`config.mk`:
```
export PLATFORM = sky130hd
export DESIGN_NAME = motor_bridge_fault_supervisor_unit
export DESIGN_NICKNAME = d
export VERILOG_FILES = /design/src/hw/rtl/mbfs_pkg.sv /design/src/hw/rtl/mbfs_regs.sv /design/src/hw/rtl/mbfs_eval.sv /design/src/hw/rtl/motor_bridge_fault_supervisor_unit.sv
export VERILOG_INCLUDE_DIRS = /design/src /design/src/hw/rtl
export SDC_FILE = /design/constraint.sdc
export NUM_CORES = 1
export LEC_CHECK = 0
export ABC_AREA = 1
export BUFFER_PORTS_ARGS = -buffer_cell sky130_fd_sc_hd__buf_2
export CAP_MARGIN = 0
export CORE_ASPECT_RATIO = 1.75
export CORE_UTILIZATION = 29
export CTS_BUF_LIST = sky130_fd_sc_hd__clkbuf_8
export CTS_CLUSTER_SIZE = 12
export DETAILED_ROUTE_END_ITERATION = 8
export PLACE_DENSITY = 0.56
export SETUP_SLACK_MARGIN = 0.4
export SKIP_LAST_GASP = 1
export SYNTH_ARGS = -nofsm -noshare
export SYNTH_HDL_FRONTEND = slang
export SYNTH_SLANG_ARGS = --single-unit
```
`constraint.sdc`:
```
create_clock -name clk -period 5.8 [get_ports clk]
set_input_delay 0.29 -clock clk [delete_from_list [all_inputs] [get_ports clk]]
set_output_delay 0.29 -clock clk [all_outputs]
set_load 0.01 [all_outputs]
```
`src/hw/rtl/motor_bridge_fault_supervisor_unit_defines.svh`:
```
// Assertion macros shared by the motor bridge fault supervisor RTL.
// No dependencies; included by the files that carry assertions.
`ifndef MOTOR_BRIDGE_FAULT_SUPERVISOR_UNIT_DEFINES_SVH
`define MOTOR_BRIDGE_FAULT_SUPERVISOR_UNIT_DEFINES_SVH

// Implication checked every clock, masked while reset is asserted.
`define MBFS_ASSERT_IMP(label, ante, cons, msg) \
	label: assert property (@(posedge clk) disable iff (!arst_n) (ante) |-> (cons)) \
		else $error(msg);

// Next-cycle implication, masked while reset is asserted.
`define MBFS_ASSERT_NXT(label, ante, cons, msg) \
	label: assert property (@(posedge clk) disable iff (!arst_n) (ante) |=> (cons)) \
		else $error(msg);

`endif

```
`src/hw/rtl/mbfs_pkg.sv`:
```
// Types and constants for the motor bridge fault supervisor.
// No dependencies; imported by every module of the block.
`default_nettype none

package mbfs_pkg;

	localparam int unsigned NUM_REGS   = 6;
	localparam int unsigned ADDR_W     = 5;
	localparam int unsigned FAULT_W    = 6;
	localparam int unsigned CUR_W      = 21;
	localparam int unsigned LIMIT_W    = 20;
	localparam int unsigned MV_W       = 16;
	localparam int unsigned TICK_W     = 32;

	// register indexes
	localparam logic [2:0] REG_INSTANT_LIMIT   = 3'd0;
	localparam logic [2:0] REG_SUSTAINED_LIMIT = 3'd1;
	localparam logic [2:0] REG_SUSTAINED_WIN   = 3'd2;
	localparam logic [2:0] REG_BUS_MAX         = 3'd3;
	localparam logic [2:0] REG_BUS_MIN         = 3'd4;
	localparam logic [2:0] REG_SUPERVISOR_ON   = 3'd5;

	// transaction function codes
	localparam logic FUNC_POLL  = 1'b0;
	localparam logic FUNC_CLEAR = 1'b1;

	// fault bits
	localparam logic [FAULT_W-1:0] FLT_NONE = 6'h00;
	localparam logic [FAULT_W-1:0] FLT_OCA  = 6'h01;
	localparam logic [FAULT_W-1:0] FLT_OCB  = 6'h02;
	localparam logic [FAULT_W-1:0] FLT_SUST = 6'h04;
	localparam logic [FAULT_W-1:0] FLT_OVV  = 6'h08;
	localparam logic [FAULT_W-1:0] FLT_UNV  = 6'h10;
	localparam logic [FAULT_W-1:0] FLT_SENS = 6'h20;

	typedef struct packed {
		logic [LIMIT_W-1:0] instant_limit_ma;
		logic [LIMIT_W-1:0] cont_limit_ma;
		logic [TICK_W-1:0]  cont_window_ms;
		logic [MV_W-1:0]    bus_max_mv;
		logic [MV_W-1:0]    bus_min_mv;
		logic               supervisor_on;
	} cfg_t;

	typedef struct packed {
		logic                     func;
		logic                     loop_running;
		logic signed [CUR_W-1:0]  phase_a_ma;
		logic signed [CUR_W-1:0]  phase_b_ma;
		logic [MV_W-1:0]          bus_mv;
		logic [TICK_W-1:0]        now_ms;
	} item_t;

	typedef struct packed {
		logic [FAULT_W-1:0] fault_mask;
		logic               clear_ok;
		logic               bridge_off;
	} result_t;

endpackage

`default_nettype wire

```
`src/hw/rtl/mbfs_regs.sv`:
```
// APB-style configuration register file of the fault supervisor.
// Depends on mbfs_pkg.
`default_nettype none

module mbfs_regs (
	input  wire logic                        clk,
	input  wire logic                        arst_n,
	input  wire logic                        psel,
	input  wire logic                        penable,
	input  wire logic                        pwrite,
	input  wire logic [mbfs_pkg::ADDR_W-1:0] paddr,
	input  wire logic [31:0]                 pwdata,
	output logic [31:0]                      prdata,
	output mbfs_pkg::cfg_t                   cfg
);
	import mbfs_pkg::*;

	cfg_t       cfg_q;
	logic       wr_en;
	logic [2:0] idx;

	assign idx   = paddr[ADDR_W-1:2];
	assign wr_en = psel && penable && pwrite;   // pready is tied high

	always_ff @(posedge clk or negedge arst_n) begin
		if (!arst_n) begin
			cfg_q.instant_limit_ma <= 20'd20000;
			cfg_q.cont_limit_ma    <= 20'd10000;
			cfg_q.cont_window_ms   <= 32'd100;
			cfg_q.bus_max_mv       <= 16'd30000;
			cfg_q.bus_min_mv       <= 16'd8000;
			cfg_q.supervisor_on    <= 1'b1;
		end else if (wr_en) begin
			case (idx)
				REG_INSTANT_LIMIT:   cfg_q.instant_limit_ma <= pwdata[LIMIT_W-1:0];
				REG_SUSTAINED_LIMIT: cfg_q.cont_limit_ma    <= pwdata[LIMIT_W-1:0];
				REG_SUSTAINED_WIN:   cfg_q.cont_window_ms   <= pwdata[TICK_W-1:0];
				REG_BUS_MAX:         cfg_q.bus_max_mv       <= pwdata[MV_W-1:0];
				REG_BUS_MIN:         cfg_q.bus_min_mv       <= pwdata[MV_W-1:0];
				REG_SUPERVISOR_ON:   cfg_q.supervisor_on    <= pwdata[0];
				default: ;
			endcase
		end
	end

	always_comb begin
		case (idx)
			REG_INSTANT_LIMIT:   prdata = {12'd0, cfg_q.instant_limit_ma};
			REG_SUSTAINED_LIMIT: prdata = {12'd0, cfg_q.cont_limit_ma};
			REG_SUSTAINED_WIN:   prdata = cfg_q.cont_window_ms;
			REG_BUS_MAX:         prdata = {16'd0, cfg_q.bus_max_mv};
			REG_BUS_MIN:         prdata = {16'd0, cfg_q.bus_min_mv};
			REG_SUPERVISOR_ON:   prdata = {31'd0, cfg_q.supervisor_on};
			default:             prdata = 32'd0;
		endcase
	end

	assign cfg = cfg_q;

endmodule

`default_nettype wire

```
`src/hw/rtl/mbfs_eval.sv`:
```
// Fault evaluation logic and supervisor state (latched faults, excursion
// start tick, bus check countdown). Depends on mbfs_pkg and the defines header.
`default_nettype none
`include "motor_bridge_fault_supervisor_unit_defines.svh"

module mbfs_eval #(
	parameter int unsigned BUS_CHECK_INTERVAL = 16
) (
	input  wire logic              clk,
	input  wire logic              arst_n,
	input  wire logic              en,
	input  wire mbfs_pkg::cfg_t    cfg,
	input  wire mbfs_pkg::item_t   item,
	output mbfs_pkg::result_t      res
);
	import mbfs_pkg::*;

	logic [FAULT_W-1:0] faults_q, faults_d;
	logic [TICK_W-1:0]  exc_start_q, exc_start_d;
	logic [MV_W-1:0]    bus_cnt_q, bus_cnt_d;

	logic [CUR_W-1:0]   raw_a, raw_b, mag_a, mag_b, mag_hi;
	logic [CUR_W-1:0]   inst_lim, sust_lim;
	logic [TICK_W-1:0]  elapsed;
	logic [FAULT_W-1:0] newf;
	logic               clr;
	logic               bus_ok;

	assign raw_a    = item.phase_a_ma;
	assign raw_b    = item.phase_b_ma;
	// most negative code maps to 2^20, still representable unsigned
	assign mag_a    = raw_a[CUR_W-1] ? (~raw_a + 21'd1) : raw_a;
	assign mag_b    = raw_b[CUR_W-1] ? (~raw_b + 21'd1) : raw_b;
	assign mag_hi   = (mag_a > mag_b) ? mag_a : mag_b;
	assign inst_lim = {1'b0, cfg.instant_limit_ma};
	assign sust_lim = {1'b0, cfg.cont_limit_ma};
	assign elapsed  = item.now_ms - exc_start_q;   // wraps mod 2^32
	assign bus_ok   = (item.bus_mv <= cfg.bus_max_mv) && (item.bus_mv >= cfg.bus_min_mv);

	always_comb begin
		newf        = FLT_NONE;
		clr         = 1'b0;
		faults_d    = faults_q;
		exc_start_d = exc_start_q;
		bus_cnt_d   = bus_cnt_q;
		if (item.func == FUNC_POLL) begin
			if (cfg.supervisor_on && (faults_q == FLT_NONE)) begin
				if (!item.loop_running) begin
					newf = FLT_SENS;
				end else if (mag_a > inst_lim) begin
					newf = FLT_OCA;
				end else if (mag_b > inst_lim) begin
					newf = FLT_OCB;
				end else begin
					if (mag_hi > sust_lim) begin
						if (exc_start_q == '0) begin
							// zero marks "no excursion", so tick 0 is held as 1
							exc_start_d = (item.now_ms == '0) ? 32'd1 : item.now_ms;
						end else if (elapsed > cfg.cont_window_ms) begin
							newf = FLT_SUST;
						end
					end else begin
						exc_start_d = '0;
					end
					if (newf == FLT_NONE) begin
						if (bus_cnt_q == '0) begin
							bus_cnt_d = MV_W'(BUS_CHECK_INTERVAL);
							if (item.bus_mv > cfg.bus_max_mv) begin
								newf = FLT_OVV;
							end else if (item.bus_mv < cfg.bus_min_mv) begin
								newf = FLT_UNV;
							end
						end else begin
							bus_cnt_d = bus_cnt_q - 16'd1;
						end
					end
				end
				faults_d = faults_q | newf;
			end
		end else begin
			if (faults_q == FLT_NONE) begin
				clr = 1'b1;
			end else if (item.loop_running && (mag_a <= sust_lim) && (mag_b <= sust_lim)
					&& bus_ok) begin
				faults_d    = FLT_NONE;
				exc_start_d = '0;
				clr         = 1'b1;
			end
		end
	end

	always_ff @(posedge clk or negedge arst_n) begin
		if (!arst_n) begin
			faults_q    <= FLT_NONE;
			exc_start_q <= '0;
			bus_cnt_q   <= '0;
		end else if (en) begin
			faults_q    <= faults_d;
			exc_start_q <= exc_start_d;
			bus_cnt_q   <= bus_cnt_d;
		end
	end

	assign res.fault_mask = faults_d;
	assign res.clear_ok   = clr;
	assign res.bridge_off = (newf != FLT_NONE);

	`MBFS_ASSERT_NXT(a_faults_hold, !en, $stable(faults_q), "faults changed without a transaction")
	`MBFS_ASSERT_NXT(a_trip_latches, en && res.bridge_off, faults_q != FLT_NONE, "trip not latched")
	`MBFS_ASSERT_NXT(a_clear_resets_exc, en && (item.func == FUNC_CLEAR) && clr
		&& (faults_q != FLT_NONE), exc_start_q == '0, "excursion start kept after clear")

endmodule

`default_nettype wire

```
`src/hw/rtl/motor_bridge_fault_supervisor_unit.sv`:
```
// Top level of the motor bridge fault supervisor: input register, evaluation,
// result register and configuration port. Depends on mbfs_pkg, mbfs_regs, mbfs_eval.
`default_nettype none
`include "motor_bridge_fault_supervisor_unit_defines.svh"

// Latching fault supervisor for a motor bridge sensed on two phases. Each
// input transaction is either a poll (func = 0) or a clear request (func = 1)
// and produces exactly one result transaction: the latched fault mask after
// the transaction, clear_ok (clear requests only) and bridge_off, a one-item
// pulse raised by the poll that trips a fault. A poll checks, in priority
// order, sensor failure (loop not running), instantaneous overcurrent on
// phase A then B, sustained overcurrent of the larger magnitude, and every
// BUS_CHECK_INTERVAL+1 current-clean polls the bus over/undervoltage limits.
// Once a fault is latched, polls only report it until a clear succeeds.
// Throughput is one transaction per clock while the result channel is not
// stalled: the transaction is captured in an input register, all checks are
// one pass of compares plus one 32-bit tick subtraction, and the state and
// result registers load at the same edge as the transaction advances.
// in_ready stays high while the input register is empty or can move into the
// result register, so a stalled consumer holds one result plus one item in
// the input register.
// Configuration registers sit at byte addresses 4*i (APB, pready tied high);
// write them only while the block is idle.
module motor_bridge_fault_supervisor_unit #(
	parameter int unsigned BUS_CHECK_INTERVAL = 16
) (
	input  wire logic                        clk,
	input  wire logic                        arst_n,
	// configuration port
	input  wire logic                        psel,
	input  wire logic                        penable,
	input  wire logic                        pwrite,
	input  wire logic [mbfs_pkg::ADDR_W-1:0] paddr,
	input  wire logic [31:0]                 pwdata,
	output logic [31:0]                      prdata,
	output logic                             pready,
	// input channel
	input  wire logic                        in_valid,
	output logic                             in_ready,
	input  wire logic                        func,
	input  wire logic                        loop_running,
	input  wire logic signed [20:0]          phase_a_ma,
	input  wire logic signed [20:0]          phase_b_ma,
	input  wire logic [15:0]                 bus_mv,
	input  wire logic [31:0]                 now_ms,
	// result channel
	output logic                             out_valid,
	input  wire logic                        out_ready,
	output logic [5:0]                       fault_mask,
	output logic                             clear_ok,
	output logic                             bridge_off
);
	import mbfs_pkg::*;

	cfg_t    cfg;
	item_t   item_s1;
	logic    valid_s1;
	result_t res;
	result_t res_q;
	logic    out_valid_q;
	logic    advance;

	assign pready = 1'b1;

	mbfs_regs u_regs (
		.clk     (clk),
		.arst_n  (arst_n),
		.psel    (psel),
		.penable (penable),
		.pwrite  (pwrite),
		.paddr   (paddr),
		.pwdata  (pwdata),
		.prdata  (prdata),
		.cfg     (cfg)
	);

	// stage 1 moves into the result register when that slot is free or draining
	assign advance  = valid_s1 && (!out_valid_q || out_ready);
	assign in_ready = !valid_s1 || advance;

	always_ff @(posedge clk or negedge arst_n) begin
		if (!arst_n) begin
			valid_s1 <= 1'b0;
		end else if (in_ready) begin
			valid_s1 <= in_valid;
		end
	end

	// payload register, no reset
	always_ff @(posedge clk) begin
		if (in_valid && in_ready) begin
			item_s1.func         <= func;
			item_s1.loop_running <= loop_running;
			item_s1.phase_a_ma   <= phase_a_ma;
			item_s1.phase_b_ma   <= phase_b_ma;
			item_s1.bus_mv       <= bus_mv;
			item_s1.now_ms       <= now_ms;
		end
	end

	mbfs_eval #(
		.BUS_CHECK_INTERVAL (BUS_CHECK_INTERVAL)
	) u_eval (
		.clk    (clk),
		.arst_n (arst_n),
		.en     (advance),
		.cfg    (cfg),
		.item   (item_s1),
		.res    (res)
	);

	always_ff @(posedge clk or negedge arst_n) begin
		if (!arst_n) begin
			out_valid_q <= 1'b0;
		end else if (advance) begin
			out_valid_q <= 1'b1;
		end else if (out_ready) begin
			out_valid_q <= 1'b0;
		end
	end

	always_ff @(posedge clk) begin
		if (advance) begin
			res_q <= res;
		end
	end

	assign out_valid  = out_valid_q;
	assign fault_mask = res_q.fault_mask;
	assign clear_ok   = res_q.clear_ok;
	assign bridge_off = res_q.bridge_off;

	`MBFS_ASSERT_IMP(a_trip_has_fault, out_valid_q && res_q.bridge_off,
		res_q.fault_mask != FLT_NONE, "bridge_off with empty fault mask")
	`MBFS_ASSERT_IMP(a_clear_empties, out_valid_q && res_q.clear_ok,
		res_q.fault_mask == FLT_NONE, "clear_ok with faults latched")
	`MBFS_ASSERT_IMP(a_no_overrun, valid_s1 && out_valid_q && !out_ready,
		!in_ready, "input accepted while both stages are full and stalled")

endmodule

`default_nettype wire
```
==> reports/qor.txt, run 1 <==
register area share after synthesis - 38.7%
via count - 16600
Max Fanout on Critical Path - 16
Skew-Pair Late Insertion Delay - 0.65 ns
Cells after Synth - 2295
first-pass GRT wire length - 90.0 mm
Peak VDD IR - 0.000214 V
Die Wd - 192 um
total negative slack - 0 ns
# setup viols final - 0
Routed WL per cell - 17.1 um
nets - 3022
Final Core Density - 37.6%
Hold Vio Cnt, Final - 0
Remaining Overflow, GRT - 0
PortBufs - 175
core box area - 0.0622 mm^2
syn avg cell area - 7.95 um^2
Post-Synthesis Cell Area - 0.0182 mm^2
vias in the first global route - 16400
CP max stage delay - 0.40 ns
most frequent CP cell - nand4_1
FF-to-FF setup slack - 0.48 ns
Die Ht - 334 um
worst reg2reg path depth - 37
clk buf depth - 3
cell family with most CP delay - simple AND/OR/NAND/NOR gates
Worst-path clk slew - 0.06 ns
clock sink count - 261
Die Area - 0.0639 mm^2
min-delay src - paddr[2]
Hold EP - u_regs.cfg[0]
crit end category - flip-flop
Worst Path Buf+Inv - 11
DRT antenna net count - 0
layout cell share with drive strength beyond 1 - 17.1%
crit path DAT - 5.90 ns
Tightest Hold Check Type - in -> reg
Final Cycle Share - 91.8%
Yosys warnings - 0
status - finished, final reports clean
Clock Tree Root - clkbuf_8
drt first pass iters - 5
initial cell density of the core - 29.3%
# rows - 121
Max-cap violations - 0
Setup Skew - 0.0318 ns
Net Count, Synth - 2651
TritonCTS Buffers - 46
GP Congestion - 0.901
H-tree lvl count - 2
worst slew pin tran - 1.17 ns
LEAKAGE - 11.1 nW
boundary pin count - 179
most frequent cells in the layout - nand2_1, inv_1, ha_1
DRC violations left - 0
Reg2Reg Capture Point - u_eval.bus_cnt_q[15]
crit start category - flip-flop
Slew HR - 21.7%
critical path required time - 6.37 ns
CP Class - reg -> reg
unrepaired setup endpoints after global routing - true
Synth cell types - 51
TritonCTS clock tree - yes
Critical-path top delay cell - edfxtp_1
P&R area growth vs syn - 28.1%
Seq cells post-synth - 261
max-slew violations - 0
RR Startpoint - item_s1[50]
pin count of the biggest net entering global routing - 90
Fmax - 0.188 GHz
commonest non-fill, non-tap cell in the layout - nand2_1
Pwr Density - 329 mW/mm^2
vias per cell - 4.75
DR iter-0 viols - 698
WL final - 59.9 mm
hold-critical path depth - 5
antenna violations before repair - 5
hpwl dp - 46.5 mm
GRT Overall Usage - 18.5%
post-route minimum period - 5.32 ns
metal layers:
metal | GRT usage (%) | vias up | wire, um
met1 | 19.8 | 7721 | 23100
met2 | 35.1 | 371 | 31800
met3 | 2.36 | 126 | 2100
met5 | 0 | - | 26
met4 | 8.92 | 4 | 2890
li1 | - | 8427 | -
synth_stat cells, drive strengths merged:
cell	number	share of area, %
o31a	1	0.048
o211ai	9	0.37
o21bai	5	0.21
xor2	59	2.8
nor4	23	0.79
dfrtp	134	18
a211oi	6	0.25
nor2	196	4.2
clkinv	3	0.062
nand2	563	12
a221oi	1	0.048
nand3	92	2.6
ha	219	15
o221ai	19	0.91
or2	4	0.14
o21a	4	0.16
xnor2	17	0.82
a31oi	5	0.17
nand3b	1	0.041
fa	1	0.11
o31ai	2	0.082
conb	1	0.021
a21o	4	0.16
clkbuf	40	0.82
a21oi	142	4.0
nor3b	4	0.16
edfxtp	100	16
o2111ai	1	0.048
and3	2	0.069
o21ai	172	4.7
dfstp	27	3.9
o22ai	16	0.55
nor3	30	0.91
inv	323	6.6
buf	15	0.57
nand4	54	2.0
per-stage QoR:
stage	setup WS (ns)	total power, mW	hold slack [ns]	area (um^2)	std cells
after floorplan	0.874	4.55	-0.00559	18200	2295
after global placement	0.220	5.46	0.420	20300	3259
after detailed placement	0.102	5.51	0.419	20300	3259
after CTS	0.423	7.59	0.0383	22700	3478
after global routing	0.102	8.30	0.105	23400	3506
final	0.476	7.68	0.0994	23400	3507
what timing repair did:
item                       in CTS  in global routing
hold endpoints to repair      275                  0
setup endpoints to repair      55                 55
hold buffers                  128                  0
gates cloned                    1                  3
setup buffers                   4                 22
gates resized for setup        10                116
pin swaps                       4                 48
registers in the layout, indices dropped and copies added (netlist names), 6 cells and up:
name                cells
u_regs.cfg            105
u_eval.faults_q         6
fault_mask              6
item_s1                92
u_eval.bus_cnt_q       16
u_eval.exc_start_q     32
power breakdown:
group          internal [mW]  switching (mW)  total (mW)
registers               2.27           0.200        2.47
logic                   1.25            2.03        3.28
clock network           1.05           0.871        1.92
how the worst max path moves through the flow:
stage	depth (start not counted)	slack, ns	endpoint	from
floorplan	44	0.87	u_eval.exc_start_q[10]	item_s1[48]
global placement	40	0.22	u_eval.bus_cnt_q[3]	item_s1[48]
detailed placement	42	0.10	u_eval.bus_cnt_q[10]	item_s1[48]
CTS	41	0.42	u_eval.bus_cnt_q[14]	item_s1[48]
global route	44	0.10	u_eval.exc_start_q[11]	item_s1[48]
finish	37	0.48	u_eval.bus_cnt_q[15]	item_s1[50]
logic make-up (layout without fill, tap and decap cells):
logic type	count (synthesis)	after routing	share of synthesized area (%)
buffers and inverters	381	789	8.10
and+or+nand+nor	969	970	22.6
DFF	261	261	38.7
other	1	5	0.0206
AOI/OAI and AO/OA	387	387	11.7
adders and majority gates	220	220	15.1
xor gates and xnor gates	76	76	3.65
area by class of cell:
type / count / area [um^2]
diodes: 4 / 10.0
clock buffers: 52 / 716
clock inverters: 34 / 292
fillers: 6447 / 38900
inverters: 326 / 1230
multi-input cells: 1654 / 10200
flip-flops and latches: 261 / 7070
well taps: 799 / 1000
repair buffers: 377 / 2880
worst min-delay path: stages:
cell     delay, ns
buf_2         0.12
nand3_1       0.10
nor2_1        0.08
nand2_1       0.05
o21ai_0       0.07
Power figures use the tool's default switching activity.
==> inputs of run 2 (changes only) <==
Settings changed: CORE_ASPECT_RATIO 1.75 to 1.25, MAX_ROUTING_LAYER from default to met4.
==> run 2 against run 1 <==
Effect of this change: non-clock buffer count up 5; sequential power barely moved; first-iteration DRC count up 13%; hold slack got worse by 0.051 ns; critical path type unchanged; critical endpoint is now u_eval.exc_start_q[6]; highest routed layer is now met4.
==> reports/qor.txt, run 2 (synthesized netlist as in run 1, its figures left out) <==
most frequent CP cell - nand2_1 (was nand4_1)
Pwr Density - 325 mW/mm^2 (was 329 mW/mm^2)
PortBufs - 175 (unchanged)
TritonCTS Buffers - 49 (was 46)
drt first pass iters - 6 (was 5)
max-slew violations - 0 (unchanged)
boundary pin count - 179 (unchanged)
most frequent cells in the layout - nand2_1, inv_1, ha_1 (unchanged)
post-route minimum period - 5.29 ns (was 5.32 ns)
clock sink count - 261 (unchanged)
LEAKAGE - 11.2 nW (was 11.1 nW)
max FFs per register - 105 (unchanged)
H-tree lvl count - 2 (unchanged)
Routed WL per cell - 16.9 um (was 17.1 um)
crit path DAT - 5.81 ns (was 5.90 ns)
vias in the first global route - 16500 (was 16400)
unrepaired setup endpoints after global routing - true (unchanged)
Final Cycle Share - 91.3% (was 91.8%)
P&R area growth vs syn - 30.1% (was 28.1%)
vias per cell - 4.75 (about the same)
crit start category - flip-flop (unchanged)
WL final - 60.0 mm (was 59.9 mm)
Fmax - 0.189 GHz (was 0.188 GHz)
clk buf depth - 3 (unchanged)
worst reg2reg path depth - 43 (was 37)
first-pass GRT wire length - 90.2 mm (was 90.0 mm)
Peak VDD IR - 0.000160 V (was 0.000214 V)
FF-to-FF setup slack - 0.51 ns (was 0.48 ns)
GRT Overall Usage - 18.9% (was 18.5%)
Hold Vio Cnt, Final - 0 (unchanged)
GP Congestion - 0.876 (was 0.901)
Max-cap violations - 0 (unchanged)
initial cell density of the core - 29.4% (was 29.3%)
Die Wd - 226 um (was 192 um)
CP Class - reg -> reg (unchanged)
antenna violations before repair - 8 (was 5)
Tightest Hold Check Type - in -> reg (unchanged)
hold-critical path depth - 5 (unchanged)
worst slew pin tran - 1.17 ns (about the same)
min-delay src - paddr[2] (unchanged)
DRT antenna net count - 0 (unchanged)
Skew-Pair Late Insertion Delay - 0.67 ns (was 0.65 ns)
commonest non-fill, non-tap cell in the layout - nand2_1 (unchanged)
DRC violations left - 0 (unchanged)
CP Launch Point - item_s1[48] (was item_s1[50])
Worst-path clk slew - 0.06 ns (about the same)
hpwl dp - 44.7 mm (was 46.5 mm)
Final Core Density - 38.2% (was 37.6%)
pin count of the biggest net entering global routing - 95 (was 90)
RR Startpoint - item_s1[48] (was item_s1[50])
Remaining Overflow, GRT - 0 (unchanged)
Die Area - 0.0639 mm^2 (about the same)
Critical-path top delay cell - edfxtp_1 (unchanged)
final hold slack - 0.0487 ns (was 0.0994 ns)
status - finished, final reports clean (unchanged)
filler instances - 6499 (was 6447)
TritonCTS clock tree - yes (unchanged)
# rows - 102 (was 121)
Setup Skew - 0.0558 ns (was 0.0318 ns)
layout cell share with drive strength beyond 1 - 19.2% (was 17.1%)
Die Ht - 282 um (was 334 um)
DR iter-0 viols - 789 (was 698)
CP max stage delay - 0.42 ns (was 0.40 ns)
via count - 16900 (was 16600)
crit end category - flip-flop (unchanged)
# setup viols final - 0 (unchanged)
Slew HR - 22.1% (was 21.7%)
nets - 3034 (was 3022)
Clock Tree Root - clkbuf_8 (unchanged)
core box area - 0.0620 mm^2 (was 0.0622 mm^2)
total negative slack - 0 ns (unchanged)
critical path required time - 6.31 ns (was 6.37 ns)
Max Fanout on Critical Path - 8 (was 16)
## run 2: layout make-up
| class | count | area, um^2 | area share (%) |
|---|---|---|---|
| Clock inverter | 39 | 264 | 1.11 |
| Tap cell | 832 | 1040 | 4.39 |
| Clock buffer | 52 | 716 | 3.02 |
| Antenna cell | 8 | 20.0 | 0.0844 |
| Sequential cell | 261 | 7070 | 29.8 |
| Timing Repair Buffer | 382 | 2960 | 12.5 |
| Multi-Input combinational cell | 1658 | 10400 | 43.9 |
| Inverter | 326 | 1230 | 5.20 |
## run 2: per-layer routing
layer / track usage [%] / wire (um) / vias to the layer above / part of all wire (%)
met1: 21.5 / 24800 / 7960 / 41
li1: - / - / 8459 / -
met3: 2.66 / 2240 / 109 / 3.7
met2: 33.8 / 31000 / 361 / 52
met5: - / 0 / - / 0
met4: 5.99 / 2030 / 0 / 3.4
## run 2: stage by stage
step | setup slack (ns) | cell area, um^2 | power (mW) | instances
2_1_floorplan | 0.874 | 18200 | 4.55 | 2295
3_3_place_gp | 0.222 | 20300 | 5.44 | 3291
3_5_place_dp | 0.0737 | 20300 | 5.48 | 3291
4_1_cts | 0.421 | 22600 | 7.45 | 3509
5_1_grt | 0.0723 | 23700 | 8.34 | 3558
6_report | 0.505 | 23700 | 7.71 | 3558
## run 2: repair_timing
action,in CTS,in global routing
endpoints found under the setup margin,55,55
hold buffers,127,0
hold endpoints to repair,283,0
buffers inserted,0,27
cloned,0,14
pin swaps,0,109
gates resized for setup,12,172
## run 2: worst max-delay path: cells and delay by family, from the launching register on
| kind | cells | cell delay (ns) |
|---|---|---|
| flops | 1 | 0.42 |
| compound gates | 4 | 0.32 |
| xor+xnor | 1 | 0.17 |
| buf+inv | 7 | 0.84 |
| simple gates | 28 | 2.68 |
| fa+ha+maj | 3 | 0.68 |
## run 2: report_power, final
group	switching (mW)	total [mW]	internal [mW]
Clock	0.896	1.84	0.939
Combinational	2.08	3.39	1.31
Sequential	0.205	2.48	2.27
Total	3.18	7.71	4.53
## run 2: path summary, 6_finish.rpt
kind	to
min	u_regs.cfg[0]
min reg2reg	u_regs.cfg[70]
min in group asynchronous	u_eval.faults_q[5]
max in group asynchronous	u_regs.cfg[8]
max	u_eval.exc_start_q[6]
max reg2reg	u_eval.exc_start_q[6]
